File: src/rtl/core/ddt_pkg.sv
// Shared constants and types for the digital delay timer.
package ddt_pkg;

  localparam int TIME_WIDTH_DEF = 32;
  localparam int STAMP_W        = 32;
  localparam int CFG_DATA_W     = 32;
  localparam int CFG_ADDR_W     = 3;
  localparam int MODE_W         = 2;

  // Timer mode codes; the unused code acts as debounce.
  localparam logic [MODE_W-1:0] MODE_ON_DELAY  = 2'd0;
  localparam logic [MODE_W-1:0] MODE_OFF_DELAY = 2'd1;
  localparam logic [MODE_W-1:0] MODE_DEBOUNCE  = 2'd2;

  // Register select, taken from paddr bit 2 (byte address 4*index).
  localparam logic REG_MODE  = 1'b0;
  localparam logic REG_DELAY = 1'b1;

  typedef struct packed {
    logic [MODE_W-1:0]  mode;
    logic [STAMP_W-1:0] delay;
  } cfg_t;

endpackage

File: src/rtl/core/ddt_if.sv
// Valid/ready channel interfaces for input items and result items.
interface ddt_in_if;
  logic                        valid;
  logic                        ready;
  logic [ddt_pkg::STAMP_W-1:0] now_time;
  logic                        input_level;

  modport source (output valid, output now_time, output input_level, input ready);
  modport sink   (input valid, input now_time, input input_level, output ready);
endinterface

interface ddt_out_if;
  logic valid;
  logic ready;
  logic output_level;

  modport source (output valid, output output_level, input ready);
  modport sink   (input valid, input output_level, output ready);
endinterface

File: src/rtl/core/ddt_cfg_regs.sv
// APB-style configuration registers: timer mode and delay.
module ddt_cfg_regs (
  input  logic                           clk,
  input  logic                           rst_n,
  input  logic                           psel,
  input  logic                           penable,
  input  logic                           pwrite,
  input  logic [ddt_pkg::CFG_ADDR_W-1:0] paddr,
  input  logic [ddt_pkg::CFG_DATA_W-1:0] pwdata,
  output logic [ddt_pkg::CFG_DATA_W-1:0] prdata,
  output logic                           pready,
  output ddt_pkg::cfg_t                  cfg
);

  logic [ddt_pkg::MODE_W-1:0]  mode_r;
  logic [ddt_pkg::STAMP_W-1:0] delay_r;
  logic                        wr_en;
  logic                        reg_sel;

  assign pready  = 1'b1;
  assign wr_en   = psel && penable && pwrite;
  assign reg_sel = paddr[2];

  always_ff @(posedge clk) begin
    if (!rst_n) begin
      mode_r  <= ddt_pkg::MODE_ON_DELAY;
      delay_r <= '0;
    end else if (wr_en) begin
      unique case (reg_sel)
        ddt_pkg::REG_MODE:  mode_r  <= pwdata[ddt_pkg::MODE_W-1:0];
        ddt_pkg::REG_DELAY: delay_r <= pwdata[ddt_pkg::STAMP_W-1:0];
        default: ;
      endcase
    end
  end

  always_comb begin
    unique case (reg_sel)
      ddt_pkg::REG_MODE:  prdata = {{(ddt_pkg::CFG_DATA_W-ddt_pkg::MODE_W){1'b0}}, mode_r};
      ddt_pkg::REG_DELAY: prdata = delay_r;
      default:            prdata = '0;
    endcase
  end

  assign cfg.mode  = mode_r;
  assign cfg.delay = delay_r;

endmodule

File: src/rtl/core/ddt_core.sv
// Timer state and the per-item on-delay / off-delay / debounce update.
module ddt_core #(
  parameter int TIME_WIDTH = ddt_pkg::TIME_WIDTH_DEF
) (
  input  logic                         clk,
  input  logic                         rst_n,
  input  ddt_pkg::cfg_t                cfg,
  input  logic                         step,
  input  logic [ddt_pkg::STAMP_W-1:0]  now_time,
  input  logic                         input_level,
  output logic                         output_level
);

  localparam logic [TIME_WIDTH-1:0] TIME_ALL1 = '1;

  logic [TIME_WIDTH-1:0] start_r, start_nxt;
  logic [TIME_WIDTH-1:0] elapsed_r, elapsed_nxt;
  logic                  first_r;
  logic                  held_r, held_nxt;

  logic [TIME_WIDTH+ddt_pkg::STAMP_W-1:0] now_wide, delay_wide;
  logic [TIME_WIDTH-1:0] now_w, delay_w;
  logic [TIME_WIDTH-1:0] el0, st0, t, rd;
  logic                  held0, ge;

  // Stamps and delay taken modulo 2^TIME_WIDTH
  assign now_wide   = {{TIME_WIDTH{1'b0}}, now_time};
  assign delay_wide = {{TIME_WIDTH{1'b0}}, cfg.delay};
  assign now_w      = now_wide[TIME_WIDTH-1:0];
  assign delay_w    = delay_wide[TIME_WIDTH-1:0];

  always_comb begin
    // First item presets elapsed to the delay; now - start is then the delay.
    el0   = first_r ? delay_w : elapsed_r;
    st0   = first_r ? (now_w - delay_w) : start_r;
    t     = first_r ? delay_w : (now_w - start_r);
    held0 = (first_r && cfg.mode[1]) ? input_level : held_r;
    // Saturate once elapsed would move backwards
    if (el0 == TIME_ALL1 || t < el0) rd = TIME_ALL1;
    else                             rd = t;
    ge = (rd >= delay_w);

    start_nxt   = st0;
    elapsed_nxt = rd;
    held_nxt    = held0;
    case (cfg.mode)
      ddt_pkg::MODE_ON_DELAY: begin
        held_nxt = 1'b0;
        if (!input_level) begin
          start_nxt   = now_w;
          elapsed_nxt = '0;
        end else begin
          held_nxt = ge;
        end
      end
      ddt_pkg::MODE_OFF_DELAY: begin
        held_nxt = 1'b1;
        if (input_level) begin
          start_nxt   = now_w;
          elapsed_nxt = '0;
        end else begin
          held_nxt = !ge;
        end
      end
      default: begin
        if (input_level == held0 || ge) begin
          held_nxt    = input_level;
          start_nxt   = now_w;
          elapsed_nxt = '0;
        end
      end
    endcase
  end

  always_ff @(posedge clk) begin
    if (!rst_n) begin
      start_r   <= '0;
      elapsed_r <= '0;
      first_r   <= 1'b1;
      held_r    <= 1'b0;
    end else if (step) begin
      start_r   <= start_nxt;
      elapsed_r <= elapsed_nxt;
      first_r   <= 1'b0;
      held_r    <= held_nxt;
    end
  end

  assign output_level = held_nxt;

endmodule

File: src/rtl/core/digital_delay_timer.sv
// Digital delay timer top level: input stage, timer core, result register.
//
// Input items (in_ch) carry a time stamp and an input level; each returns one
// output level on out_ch. Both channels use valid/ready; an item moves on a
// clock edge with valid and ready high.
// An accepted item lands in the input register; when out_ch is not stalled,
// the timer core updates from it and its result is loaded into the result
// register and shown valid on out_ch. Throughput: one item per cycle while
// out_ch does not stall, set by the combinational timer update between the
// two registers.
// When out_ch stalls, the result register holds; one more item waits in the
// input register, then in_ch.ready drops until the result is taken.
// Configuration (mode at 0x0, delay at 0x4) goes over the cfg_ APB port,
// writes are registered at the end of the access phase; pready is tied high.
// Write it only while no item is in flight.
// Reset (rst_n low, synchronous) empties both registers, clears the timer,
// sets mode to on-delay, delay to zero and arms the first-item preset.
module digital_delay_timer #(
  parameter int TIME_WIDTH = ddt_pkg::TIME_WIDTH_DEF
) (
  input  logic                           clk,
  input  logic                           rst_n,
  ddt_in_if.sink                         in_ch,
  ddt_out_if.source                      out_ch,
  input  logic                           cfg_psel,
  input  logic                           cfg_penable,
  input  logic                           cfg_pwrite,
  input  logic [ddt_pkg::CFG_ADDR_W-1:0] cfg_paddr,
  input  logic [ddt_pkg::CFG_DATA_W-1:0] cfg_pwdata,
  output logic [ddt_pkg::CFG_DATA_W-1:0] cfg_prdata,
  output logic                           cfg_pready
);

  ddt_pkg::cfg_t cfg;

  logic                        s1_valid_r;
  logic [ddt_pkg::STAMP_W-1:0] s1_now_r;
  logic                        s1_level_r;
  logic                        out_valid_r;
  logic                        out_level_r;
  logic                        advance;
  logic                        core_level;

  ddt_cfg_regs u_cfg (
    .clk     (clk),
    .rst_n   (rst_n),
    .psel    (cfg_psel),
    .penable (cfg_penable),
    .pwrite  (cfg_pwrite),
    .paddr   (cfg_paddr),
    .pwdata  (cfg_pwdata),
    .prdata  (cfg_prdata),
    .pready  (cfg_pready),
    .cfg     (cfg)
  );

  ddt_core #(.TIME_WIDTH(TIME_WIDTH)) u_core (
    .clk          (clk),
    .rst_n        (rst_n),
    .cfg          (cfg),
    .step         (advance),
    .now_time     (s1_now_r),
    .input_level  (s1_level_r),
    .output_level (core_level)
  );

  assign advance     = s1_valid_r && (!out_valid_r || out_ch.ready);
  assign in_ch.ready = !s1_valid_r || advance;

  always_ff @(posedge clk) begin
    if (!rst_n) begin
      s1_valid_r  <= 1'b0;
      out_valid_r <= 1'b0;
    end else begin
      if (in_ch.ready) s1_valid_r <= in_ch.valid;
      if (advance)           out_valid_r <= 1'b1;
      else if (out_ch.ready) out_valid_r <= 1'b0;
    end
  end

  always_ff @(posedge clk) begin
    if (in_ch.ready && in_ch.valid) begin
      s1_now_r   <= in_ch.now_time;
      s1_level_r <= in_ch.input_level;
    end
    if (advance) out_level_r <= core_level;
  end

  assign out_ch.valid        = out_valid_r;
  assign out_ch.output_level = out_level_r;

endmodule
File: src/flat_wrapper.sv
// flat-port wrapper written by rule: the top's interface ports become plain ports
module digital_delay_timer_flat 
#(
  parameter int TIME_WIDTH = ddt_pkg::TIME_WIDTH_DEF
)
  (clk, rst_n, cfg_psel, cfg_penable, cfg_pwrite, cfg_paddr, cfg_pwdata, cfg_prdata, cfg_pready, in_ch_valid, in_ch_now_time, in_ch_input_level, in_ch_ready, out_ch_valid, out_ch_output_level, out_ch_ready);
  ddt_in_if in_ch_i ();
  ddt_out_if out_ch_i ();
  input  logic clk;
  input  logic rst_n;
  input  logic cfg_psel;
  input  logic cfg_penable;
  input  logic cfg_pwrite;
  input  logic [ddt_pkg::CFG_ADDR_W-1:0] cfg_paddr;
  input  logic [ddt_pkg::CFG_DATA_W-1:0] cfg_pwdata;
  output logic [ddt_pkg::CFG_DATA_W-1:0] cfg_prdata;
  output logic cfg_pready;
  input wire logic [$bits(in_ch_i.valid)-1:0] in_ch_valid;
  input wire logic [$bits(in_ch_i.now_time)-1:0] in_ch_now_time;
  input wire logic [$bits(in_ch_i.input_level)-1:0] in_ch_input_level;
  output wire logic [$bits(in_ch_i.ready)-1:0] in_ch_ready;
  output wire logic [$bits(out_ch_i.valid)-1:0] out_ch_valid;
  output wire logic [$bits(out_ch_i.output_level)-1:0] out_ch_output_level;
  input wire logic [$bits(out_ch_i.ready)-1:0] out_ch_ready;
  assign in_ch_i.valid = in_ch_valid;
  assign in_ch_i.now_time = in_ch_now_time;
  assign in_ch_i.input_level = in_ch_input_level;
  assign in_ch_ready = in_ch_i.ready;
  assign out_ch_valid = out_ch_i.valid;
  assign out_ch_output_level = out_ch_i.output_level;
  assign out_ch_i.ready = out_ch_ready;
  digital_delay_timer #(.TIME_WIDTH(TIME_WIDTH)) u_core (.clk(clk), .rst_n(rst_n), .in_ch(in_ch_i), .out_ch(out_ch_i), .cfg_psel(cfg_psel), .cfg_penable(cfg_penable), .cfg_pwrite(cfg_pwrite), .cfg_paddr(cfg_paddr), .cfg_pwdata(cfg_pwdata), .cfg_prdata(cfg_prdata), .cfg_pready(cfg_pready));
endmodule
File: config.mk
export PLATFORM = sky130hd
export DESIGN_NAME = digital_delay_timer_flat
export DESIGN_NICKNAME = d
export VERILOG_FILES = /design/src/rtl/core/ddt_pkg.sv /design/src/rtl/core/ddt_if.sv /design/src/rtl/core/ddt_cfg_regs.sv /design/src/rtl/core/ddt_core.sv /design/src/rtl/core/digital_delay_timer.sv /design/src/flat_wrapper.sv
export SDC_FILE = /design/constraint.sdc
export NUM_CORES = 1
export LEC_CHECK = 0
export ABC_AREA = 1
export BUFFER_PORTS_ARGS = -buffer_cell sky130_fd_sc_hd__buf_2
export CORE_MARGIN = 4
export CORE_UTILIZATION = 30
export DETAILED_ROUTE_END_ITERATION = 10
export PLACE_DENSITY = 0.51
export SYNTH_ARGS = -nofsm -noshare
export SYNTH_HDL_FRONTEND = slang
export SYNTH_SLANG_ARGS = --single-unit
File: constraint.sdc
create_clock -name clk -period 5.9 [get_ports clk]
set_input_delay 0.885 -clock clk [delete_from_list [all_inputs] [get_ports clk]]
set_output_delay 0.885 -clock clk [all_outputs]
set_load 0.05 [all_outputs]
==> metrics.cfg, run 1 <==
[logic_synthesis]
ys_seq_area_share_pct = 22.2
netlist.area_leader.share_pct = 16.2
postSynthNetCount = 2449
yosys-top-cells-area = nand2_1, dfxtp_1, ha_1
syn_inst = 2247
synth_seq_cells = 136
synth_largest_area_cell = nand2_1
synthesis.yosys.warnings = 0
syn_area_sq_um = 13800
syn_avg_cell_area_sq_um = 6.14
yosysUniqueCellTypes = 53

[clock_network]
cts_tree = done
cts.root.buffer_cell = clkbuf_16
tritoncts_num_sinks = 136
clock_tree.buffer_depth = 2
clkSlewWorstSetupHoldPaths_ns = 0.07
cts_made_buffers = 17
clock_tree.htree_level_count = 4
clkLatencyLatePin_ns = 0.51

[setup_path]
timing.setup.critical_path_class = reg -> reg
critical_path.most_common_cell = nand2_1
cp.depth = 34
crit_slowest_cell = edfxtp_1
critPathCaptureType = flop
arrival_ns = 6.04
worst_setup_path_start_kind = flop
reg2regPathDepth = 34
critical_path_rt_ns = 6.26
critical_path.n_buffers_inverters = 7
path_max_fanout = 8
timing.critical_path.max_delay_family = simple AND/OR/NAND/NOR gates
critPathMaxStageDelay_ns = 0.47

[timing]
hold_violations = 0
maxClockFrequency_mhz = 176
relSlewSlack_pct = 36.3
fin_crit_ns = 5.68
timing.clock.skew_ns = 0.0208
tightestPinTransition_ns = 0.954
rsz0062_at_grt = yes
setup_viol = 0
final_worst_path_period_share_pct = 96.3
finalWorstSetupSlack_ns = 0.218
setup_tns_ns = 0
finalMaxSlewViolations = 0

[global_route]
total_gr_overflow = 0
grt_pass1_vias = 14349
groute.usage.overall_pct = 20.9
antenna_found_initial = 0
grt_start_max_net_pins = 100
grt_first_pass_wirelength_mm = 80.3

[cells_and_area]
post_layout_nonfiller_instances = 2985
finalInstanceArea_sq_um = 16700
final_net_count = 2574
antenna_cells = 0
area.growth.synth_to_final_pct = 21.1
layout-drive-gt1-share_pct = 16.9

[floorplan]
floorplan.die.height_um = 222
io-pin-count = 111
die_width_um = 222
placeableCoreArea_sq_um = 45400
design.die.area_sq_um = 49500
placement_rows = 78
effective_utilization_at_floorplan_pct = 30.4

[job]
max_cap_viols = 0

[placed_design]
dpl.cell_count = 2923
dp.final_hpwl_mm = 40.1
preCtsSetupSlack_ns = 0.0766
port-buffer-count = 107
dpl_cell_area_sq_um = 15100
gpl.final_weighted_congestion = 0.986

[detailed_routing]
num_vias = 15193
detailedRoute.firstIterationViolations = 997
wl_per_cell_um = 18.1
first_pass_iteration_count_of_the_detailed_router = 5
finalWirelength_mm = 54.2
routed_via_density = 5.09
antenna_left = 0
post-route-drc-count = 0

[pwr]
cellLeakagePower_nw = 8.00
powerDensity_nw_per_um2 = 243
irDropWorstVdd_mv = 0.145

[min_path]
whs_path_depth = 2
path_class_of_the_lowest_slack_min_delay_path = reg -> reg

[run_status]
outcome = finished clean

[cell usage after synthesis (all sizes together)]
master	instances
o22ai	1
a211oi	8
nand4	31
nor4	9
a31oi	11
o21ai	192
a21oi	245
nand2	645
o211ai	5
a32oi	4
conb	1
nand3b	8
or2	2
ha	125
inv	347
and2	2
o21a	10
dfxtp	102
and2b	1
edfxtp	34
buf	30
a21boi	2
o31ai	2
o21bai	5
nor2	201
a21o	6
xnor2	7
nor3	15
a221oi	2
nand3	132
clkbuf	51
and3	1
fa	2
xor2	7
o2111ai	1
[cell type report]
class / instances / area [sq um]
fill: 4989 / 28700
multi-input combinational: 1683 / 9600
sequential: 136 / 3070
timing repair buffer: 187 / 1360
inverter: 347 / 1310
tap: 600 / 751
clock buffer: 18 / 429
clock inverter: 14 / 195
[tightest hold or removal path, cell delays in order, from the launching register on]
cell and delay, ns:
dfxtp_1 0.31, nand2_1 0.05, a21oi_1 0.05
[logic make-up after synthesis]
kind of cell,Yosys count,synth area share (%)
XOR/XNOR,14,0.889
flip-flops,136,22.2
AO/OA/AOI/OAI,494,19.7
buffers and inverters,428,12.5
other,1,0.0272
adder cells (fa/ha/maj),127,11.6
AND/OR/NAND/NOR,1047,33.1
[sequential cells by signal, indices dropped and copies added, names as in the netlist]
signal	count
u_core.s1_valid_r	1
u_core.u_core.first_r	1
u_core.u_cfg.mode_r	2
u_core.u_core.start_r	32
u_core.u_core.elapsed_r	32
u_core.s1_level_r	1
u_core.out_ch.output_level	1
u_core.out_ch.valid	1
u_core.u_cfg.delay_r	32
u_core.s1_now_r	32
u_core.u_core.held_r	1
[routing by layer]
layer | vias to the layer above | wire (um) | GRT usage (%)
met1 | 7085 | 25700 | 29.0
met3 | 82 | 2900 | 3.46
li1 | 7587 | - | -
met5 | - | 0 | 0
met4 | 0 | 1510 | 6.56
met2 | 439 | 24100 | 33.2
[report_power, final]
group / switching [mW] / internal [mW]
Sequential: 0.0529 / 1.02
Combinational: 1.10 / 0.682
Clock: 0.495 / 0.707
Total: 1.65 / 2.41
[cells in the final DEF (no fill, tap or decap), types with 6 or more instances in the layout]
cell type and count:
clkbuf_16 22, nor2_1 187, edfxtp_1 34, nand3_2 6
xor2_1 7, buf_2 107, buf_12 8, inv_2 6
o21a_1 10, a211oi_1 8, dfxtp_1 101, nand3_1 126
nand2_1 572, ha_1 99, a21oi_2 35, o21ai_0 160
nor2_4 6, inv_1 340, a21oi_1 208, nor3_1 12
o21ai_1 25, o21ai_2 7, xnor2_1 7, buf_4 62
a31oi_1 10, nand2_2 43, nor2_2 8, nand3b_1 8
ha_4 24, nand2_4 30, nand4_1 30
[metrics by stage]
stage	util [%]	total power, mW	hold slack [ns]
after floorplan	-	2.21	0.442
after global placement	33.3	2.61	0.448
after detailed placement	33.3	2.63	0.454
after CTS	34.7	3.86	0.465
after global routing	36.8	4.33	0.481
final	36.8	4.06	0.461
[worst paths after layout]
kind                            slack [ns]                        start                     endpoint
worst max-delay path                  0.22          u_core.s1_now_r[20]   u_core.u_core.elapsed_r[2]
worst min-delay path                  0.46  u_core.u_core.elapsed_r[12]  u_core.u_core.elapsed_r[12]
worst max register to register        0.22          u_core.s1_now_r[20]   u_core.u_core.elapsed_r[2]
worst min register to register        0.46  u_core.u_core.elapsed_r[12]  u_core.u_core.elapsed_r[12]
[what timing repair did]
action | in CTS | in global routing
resized for setup | 0 | 137
hold buffers | 0 | 0
endpoints found under the hold margin | 0 | 0
endpoints found under the setup margin | 0 | 66
buffers inserted | 0 | 23
(Power assumes the default switching activity.)
==> inputs of run 2 (changes only) <==
- ABC_AREA: 1 -> default
==> metrics.cfg, run 2 <==
[clock_network]
cts_tree = done
hold_buffers = 0  ; unchanged
clkSlewWorstSetupHoldPaths_ns = 0.07  ; about the same
tritoncts_num_sinks = 136  ; unchanged
cts.root.buffer_cell = clkbuf_16
clkLatencyLatePin_ns = 0.45  ; -0.06 ns
clock_tree.htree_level_count = 4  ; unchanged
cts_made_buffers = 17  ; unchanged
clock_tree.buffer_depth = 2  ; unchanged

[setup_path]
reg2regPathDepth = 30  ; -12%
critPathMaxStageDelay_ns = 0.50  ; +0.03 ns
worst_setup_path_start_kind = flop
crit_slowest_cell = a221o_2
critPathCaptureType = flop
timing.setup.critical_path_class = reg -> reg
path_max_fanout = 5  ; -3
arrival_ns = 6.80  ; +0.76 ns
critical_path_rt_ns = 6.25  ; about the same
critical_path.most_common_cell = a21o_1

[logic_synthesis]
yosysUniqueCellTypes = 80  ; +51%
postSynth.asyncResetShare_pct = 0  ; unchanged
synthesis.yosys.warnings = 0  ; unchanged
synth_largest_area_cell = dfxtp_1
most_instantiated_library_cell_after_synthesis = nand2_1
synth_flop_cell = dfxtp_1
yosys-top-cells-area = dfxtp_1, ha_1, edfxtp_1
netlist.area_leader.share_pct = 17.6  ; +1.3 points
syn_avg_cell_area_sq_um = 7.85  ; +28%
post_synth_most_frequent_cells = nand2_1, a21oi_1, ha_1
synth-edff-count = 34  ; unchanged
ys_seq_area_share_pct = 26.4  ; +4.2 points
postSynthNetCount = 1681  ; -31%
syn_area_sq_um = 11600  ; -16%
synth_seq_cells = 136  ; unchanged
syn_inst = 1479  ; -34%

[detailed_routing]
detailedRoute.firstIterationViolations = 944  ; -5.3%
num_vias = 12241  ; -19%
antenna_left = 0  ; unchanged
routed_via_density = 5.28  ; +3.8%
post-route-drc-count = 0  ; unchanged
finalWirelength_mm = 44.7  ; -17%
first_pass_iteration_count_of_the_detailed_router = 5  ; unchanged
wl_per_cell_um = 19.3  ; +6.5%

[floorplan]
io-pin-count = 111  ; unchanged
die_width_um = 205  ; -8.0%
floorplan.die.height_um = 205  ; -8.0%
effective_utilization_at_floorplan_pct = 30.6  ; +0.21 points
design.die.area_sq_um = 41900  ; -15%
placement_rows = 71  ; -9.0%
placeableCoreArea_sq_um = 37900  ; -16%

[timing]
hold_ws_ns = 0.457  ; -0.00410 ns
hold_violations = 0  ; unchanged
fin_crit_ns = 6.45  ; +0.771 ns
tightestPinTransition_ns = 1.12  ; +0.164 ns
setup_viol = 66  ; +66
maxClockFrequency_mhz = 155  ; -12%
rsz0062_at_grt = yes
timing.clock.skew_ns = 0.0115  ; -0.00926 ns
finalWorstSetupSlack_ns = -0.553  ; -0.771 ns
finalMaxSlewViolations = 0  ; unchanged
final_worst_path_period_share_pct = 109  ; +13 points
relSlewSlack_pct = 25.5  ; -11 points

[placed_design]
gpl.final_weighted_congestion = 0.882  ; -11%
dp.final_hpwl_mm = 34.5  ; -14%
dpl.cell_count = 2256  ; -23%
port-buffer-count = 107  ; unchanged

[cells_and_area]
area.growth.synth_to_final_pct = 40.2
antenna_cells = 0  ; unchanged
filler_cell_count = 3830  ; -23%
mostFrequentLayoutCell = buf_4
fin_util_pct = 42.9  ; +6.1 points
final_net_count = 1995  ; -22%
leading_cell_types_in_the_layout_fill_and_taps_excluded = buf_4, nand2_1, a21oi_1
layout-drive-gt1-share_pct = 30.8  ; +14 points
post_layout_nonfiller_instances = 2317  ; -22%

[min_path]
path_class_of_the_lowest_slack_min_delay_path = reg -> reg
whs_path_depth = 2  ; unchanged

[pwr]
powerDensity_nw_per_um2 = 291  ; +20%
cellLeakagePower_nw = 6.69  ; -16%
irDropWorstVdd_mv = 0.195  ; +34%

[global_route]
groute.usage.overall_pct = 20.5  ; -0.40 points
grt_start_max_net_pins = 74  ; -26%
grt_first_pass_wirelength_mm = 66.4  ; -17%
total_gr_overflow = 0  ; unchanged
grt_pass1_vias = 11532  ; -20%
antenna_found_initial = 0  ; unchanged

[run_status]
outcome = finished, violations left
failed_checks = negative setup slack

[job]
max_cap_viols = 0  ; unchanged

==> run 2: final timing paths <==
check | from | to | slack (ns)
min | u_core.u_core.elapsed_r[16] | u_core.u_core.elapsed_r[16] | 0.46
max | u_core.s1_now_r[1] | u_core.u_core.start_r[16] | -0.55
min reg2reg | u_core.u_core.elapsed_r[16] | u_core.u_core.elapsed_r[16] | 0.46
max reg2reg | u_core.s1_now_r[1] | u_core.u_core.start_r[16] | -0.55
==> run 2: kinds of logic after synthesis <==
kind of cell / count (synthesis) / synth area share, %
AOI/OAI and AO/OA: 484 / 27.6
and+or+nand+nor: 481 / 20.1
buffers and inverters: 173 / 5.75
DFF: 136 / 26.4
adders and majority gates: 127 / 13.8
muxes: 40 / 3.50
xor gates and xnor gates: 37 / 2.79
other: 1 / 0.0323
==> run 2: timing repair <==
item / CTS / global route
gates resized for setup: 90 / 106
endpoints found under the setup margin: 66 / 66
pin swaps: 49 / 76
gates cloned: 4 / 2
buffers inserted: 14 / 15
==> run 2: power breakdown <==
part           switching [mW]  internal [mW]  total (mW)  leakage, nW
combinational            1.23           1.26        2.49         5.21
clock                   0.445          0.726        1.17        0.315
sequential             0.0560           1.02        1.07         1.16
==> run 2: per-layer routing <==
| metal | vias to the layer above | global-route usage, % | part of all wire [%] |
|---|---|---|---|
| met1 | 5752 | 29.9 | 50 |
| met5 | - | 0 | 0 |
| met4 | 0 | 5.22 | 1.8 |
| met3 | 47 | 3.67 | 5.5 |
| li1 | 6095 | - | - |
| met2 | 347 | 31.3 | 43 |
==> run 2: worst max-delay path, delay by kind of cell (launching register included) <==
kind	cells	cell delay, ns
buffers and inverters	5	0.76
DFF	1	0.43
muxes	1	0.34
AOI/OAI and AO/OA	16	3.57
and+or+nand+nor	5	0.55
adders and majority gates	3	0.69
==> run 2: area by class of cell <==
type,instances,area (sq um),share of cell area [%]
Clock buffer,22,497,3.05
Clock inverter,10,138,0.846
Inverter,94,353,2.17
Multi-Input combinational cell,1171,8790,54.0
Sequential cell,136,3070,18.8
Tap cell,511,639,3.93
Timing Repair Buffer,373,2790,17.1
==> run 2: stage by stage <==
step | area, sq um | setup TNS [ns] | total power [mW] | worst slack (ns)
after floorplan | 11700 | -0.0546 | 2.20 | -0.0546
after global placement | 14400 | -35.05 | 2.88 | -0.638
after detailed placement | 14400 | -40.38 | 2.91 | -0.736
after CTS | 15600 | -25.38 | 4.42 | -0.484
after global routing | 16300 | -43.87 | 5.01 | -0.793
final | 16300 | -28.12 | 4.74 | -0.553
==> inputs of run 3 (changes only) <==
- CORE_ASPECT_RATIO: default -> 1.25
==> metrics.cfg, run 3 (synthesis results as in run 2) <==
[pwr]
cellLeakagePower_nw = 6.70  ; +0.10%
clock_power_share_pct = 23.3  ; -1.4 points
comb_power_share_pct = 53.3  ; +0.7 points
seqPwrFrac_pct = 23.4  ; +0.7 points
power_report.internal_total_mw = 2.83  ; -6.0%
switching_share_pct = 38.2  ; +1.6 points
report.power.total_mw = 4.57  ; -3.5%
switching_power_mw = 1.75  ; +0.82%
irDropWorstVdd_mv = 0.214  ; +9.8%
powerDensity_nw_per_um2 = 279  ; -4.3%

[timing]
tightestPinTransition_ns = 1.18  ; +0.0646 ns
rsz0062_at_grt = yes
hold_violations = 0  ; unchanged
finalWorstSetupSlack_ns = -0.434  ; +0.118 ns
maxClockFrequency_mhz = 158  ; +1.9%
setup_tns_ns = -21.19  ; +6.93 ns
fin_crit_ns = 6.33  ; -0.118 ns
timing.clock.skew_ns = 0.0115  ; -0.0000368 ns
hold_ws_ns = 0.451  ; -0.00593 ns
setup_viol = 66  ; unchanged
final_worst_path_period_share_pct = 107  ; -2.0 points
relSlewSlack_pct = 21.2  ; -4.3 points
finalMaxSlewViolations = 0  ; unchanged

[setup_path]
reg2reg_to = u_core.u_core.start_r[22]
critical_path.n_buffers_inverters = 6  ; +1
timing.critical_path.max_delay_family = compound AO/OA/AOI/OAI gates
timing.setup.critical_path_class = reg -> reg
timing.reg2reg.setup_slack_ns = -0.43  ; +0.12 ns
reg2regPathDepth = 30  ; unchanged
regToRegStartpoint = u_core.s1_now_r[1]
worst_setup_path_start_kind = flop
path_max_fanout = 8  ; +3
critPathCaptureType = flop
critPathMaxStageDelay_ns = 0.49  ; about the same
critical_path_rt_ns = 6.24  ; about the same
crit_slowest_cell = a221o_2
arrival_ns = 6.68  ; -0.12 ns

[clock_network]
clock_tree.buffer_depth = 2  ; unchanged
clock_tree.htree_level_count = 4  ; unchanged
cts_tree = done
cts_made_buffers = 17  ; unchanged
clkLatencyLatePin_ns = 0.46  ; about the same
clkSlewWorstSetupHoldPaths_ns = 0.07  ; about the same
tritoncts_num_sinks = 136  ; unchanged
cts.root.buffer_cell = clkbuf_16

[cells_and_area]
filler_cell_count = 3851  ; +0.55%
final_net_count = 2000  ; +0.25%
leading_cell_types_in_the_layout_fill_and_taps_excluded = buf_4, nand2_1, a21oi_1
antenna_cells = 0  ; unchanged
area.growth.synth_to_final_pct = 41.3
mostFrequentLayoutCell = buf_4
layout-drive-gt1-share_pct = 32.0  ; +1.2 points
fin_util_pct = 42.9  ; about the same

[detailed_routing]
finalWirelength_mm = 47.1  ; +5.3%
first_pass_iteration_count_of_the_detailed_router = 5  ; unchanged
antenna_left = 0  ; unchanged
detailedRoute.firstIterationViolations = 759  ; -20%
post-route-drc-count = 0  ; unchanged
routed_via_density = 5.51  ; +4.2%
wl_per_cell_um = 20.5  ; +5.9%
num_vias = 12680  ; +3.6%

[placed_design]
port-buffer-count = 107  ; unchanged
dp.final_hpwl_mm = 35.2  ; +2.0%
preCtsSetupSlack_ns = -0.761  ; -0.0254 ns
gpl.final_weighted_congestion = 0.939  ; +6.5%

[floorplan]
placement_rows = 80  ; +13%
floorplan.die.height_um = 228  ; +11%
effective_utilization_at_floorplan_pct = 30.4  ; -0.24 points
design.die.area_sq_um = 41900  ; about the same
io-pin-count = 111  ; unchanged
die_width_um = 184  ; -10%
placeableCoreArea_sq_um = 38200  ; +0.80%

[run_status]
failed_checks = negative setup slack
outcome = finished, violations left

[global_route]
grt_pass1_vias = 12636  ; +9.6%
total_gr_overflow = 0  ; unchanged
groute.usage.overall_pct = 21.7  ; +1.2 points
grt_first_pass_wirelength_mm = 70.6  ; +6.3%
grt_start_max_net_pins = 68  ; -8.1%
antenna_found_initial = 0  ; unchanged

[min_path]
holdPathEnd = u_core.u_core.elapsed_r[1]
whs_path_depth = 2  ; unchanged
path_class_of_the_lowest_slack_min_delay_path = reg -> reg
worstHoldStart = u_core.u_core.elapsed_r[1]

[job]
max_cap_viols = 0  ; unchanged

[run 3: cell count changes in the layout (fill, tap and decap cells not counted), sizes merged]
cell / previous run / this run
buf: 370 / 375
inv: 93 / 92
clkinvlp: 0 / 2
clkinv: 8 / 9
clkbuf: 24 / 25
bufinv: 3 / 0
[run 3: metrics by stage]
step                instances  area, sq um
floorplan                1479        11700
global placement         2240        14400
detailed placement       2240        14400
CTS                      2291        15800
global route             2303        16400
finish                   2303        16400
[run 3: worst reg2reg max path: cells and delay by family, from the launching register on]
kind / cells / cell delay [ns]
compound gates: 14 / 2.78
mux: 1 / 0.34
flops: 1 / 0.42
fa+ha+maj: 3 / 0.76
simple gates: 6 / 0.96
buf+inv: 6 / 0.94
[run 3: worst max path at each step]
stage / end / slack [ns] / start / cells past startpoint
2_1_floorplan: u_core.u_core.start_r[16] / -0.05 / u_core.s1_now_r[1] / 27
3_3_place_gp: u_core.u_core.start_r[19] / -0.71 / u_core.s1_now_r[1] / 31
4_1_cts: u_core.u_core.held_r / -0.35 / u_core.s1_now_r[1] / 26
5_1_grt: u_core.u_core.start_r[20] / -0.71 / u_core.s1_now_r[1] / 29
3_5_place_dp: u_core.u_core.start_r[16] / -0.76 / u_core.s1_now_r[1] / 31
6_report: u_core.u_core.start_r[22] / -0.43 / u_core.s1_now_r[1] / 30
[run 3: area by class of cell]
type | count | area [sq um] | area share (%)
Multi-Input combinational cell | 1171 | 8980 | 54.7
Tap cell | 492 | 616 | 3.75
Clock inverter | 9 | 65.1 | 0.396
Clock buffer | 23 | 510 | 3.11
Inverter | 94 | 353 | 2.15
Timing Repair Buffer | 378 | 2820 | 17.2
Sequential cell | 136 | 3070 | 18.7
[run 3: routing by layer]
layer	wire [um]	share of wire, %	global-route usage [%]	vias up
li1	-	-	-	6096
met1	18100	38	24.2	6110
met2	24400	52	38.9	346
met3	1620	3.4	2.44	128
met4	3060	6.5	13.1	0
met5	0	0	0	-
[run 3: timing repair]
item                       CTS  global route
setup endpoints to repair   66            66
cloned                       4             2
gates resized for setup    151            85
hold buffers                 0             0
pin swaps                   62            61
setup buffers               19            15
[run 3: power by group through the flow]
stage	combinational (mW)	sequential, mW	clock [mW]
detailed placement	1.84	1.09	0
global route	2.64	1.08	1.13
CTS	2.20	1.07	1.09
global placement	1.82	1.09	0
floorplan	1.13	1.07	0
finish	2.44	1.07	1.07
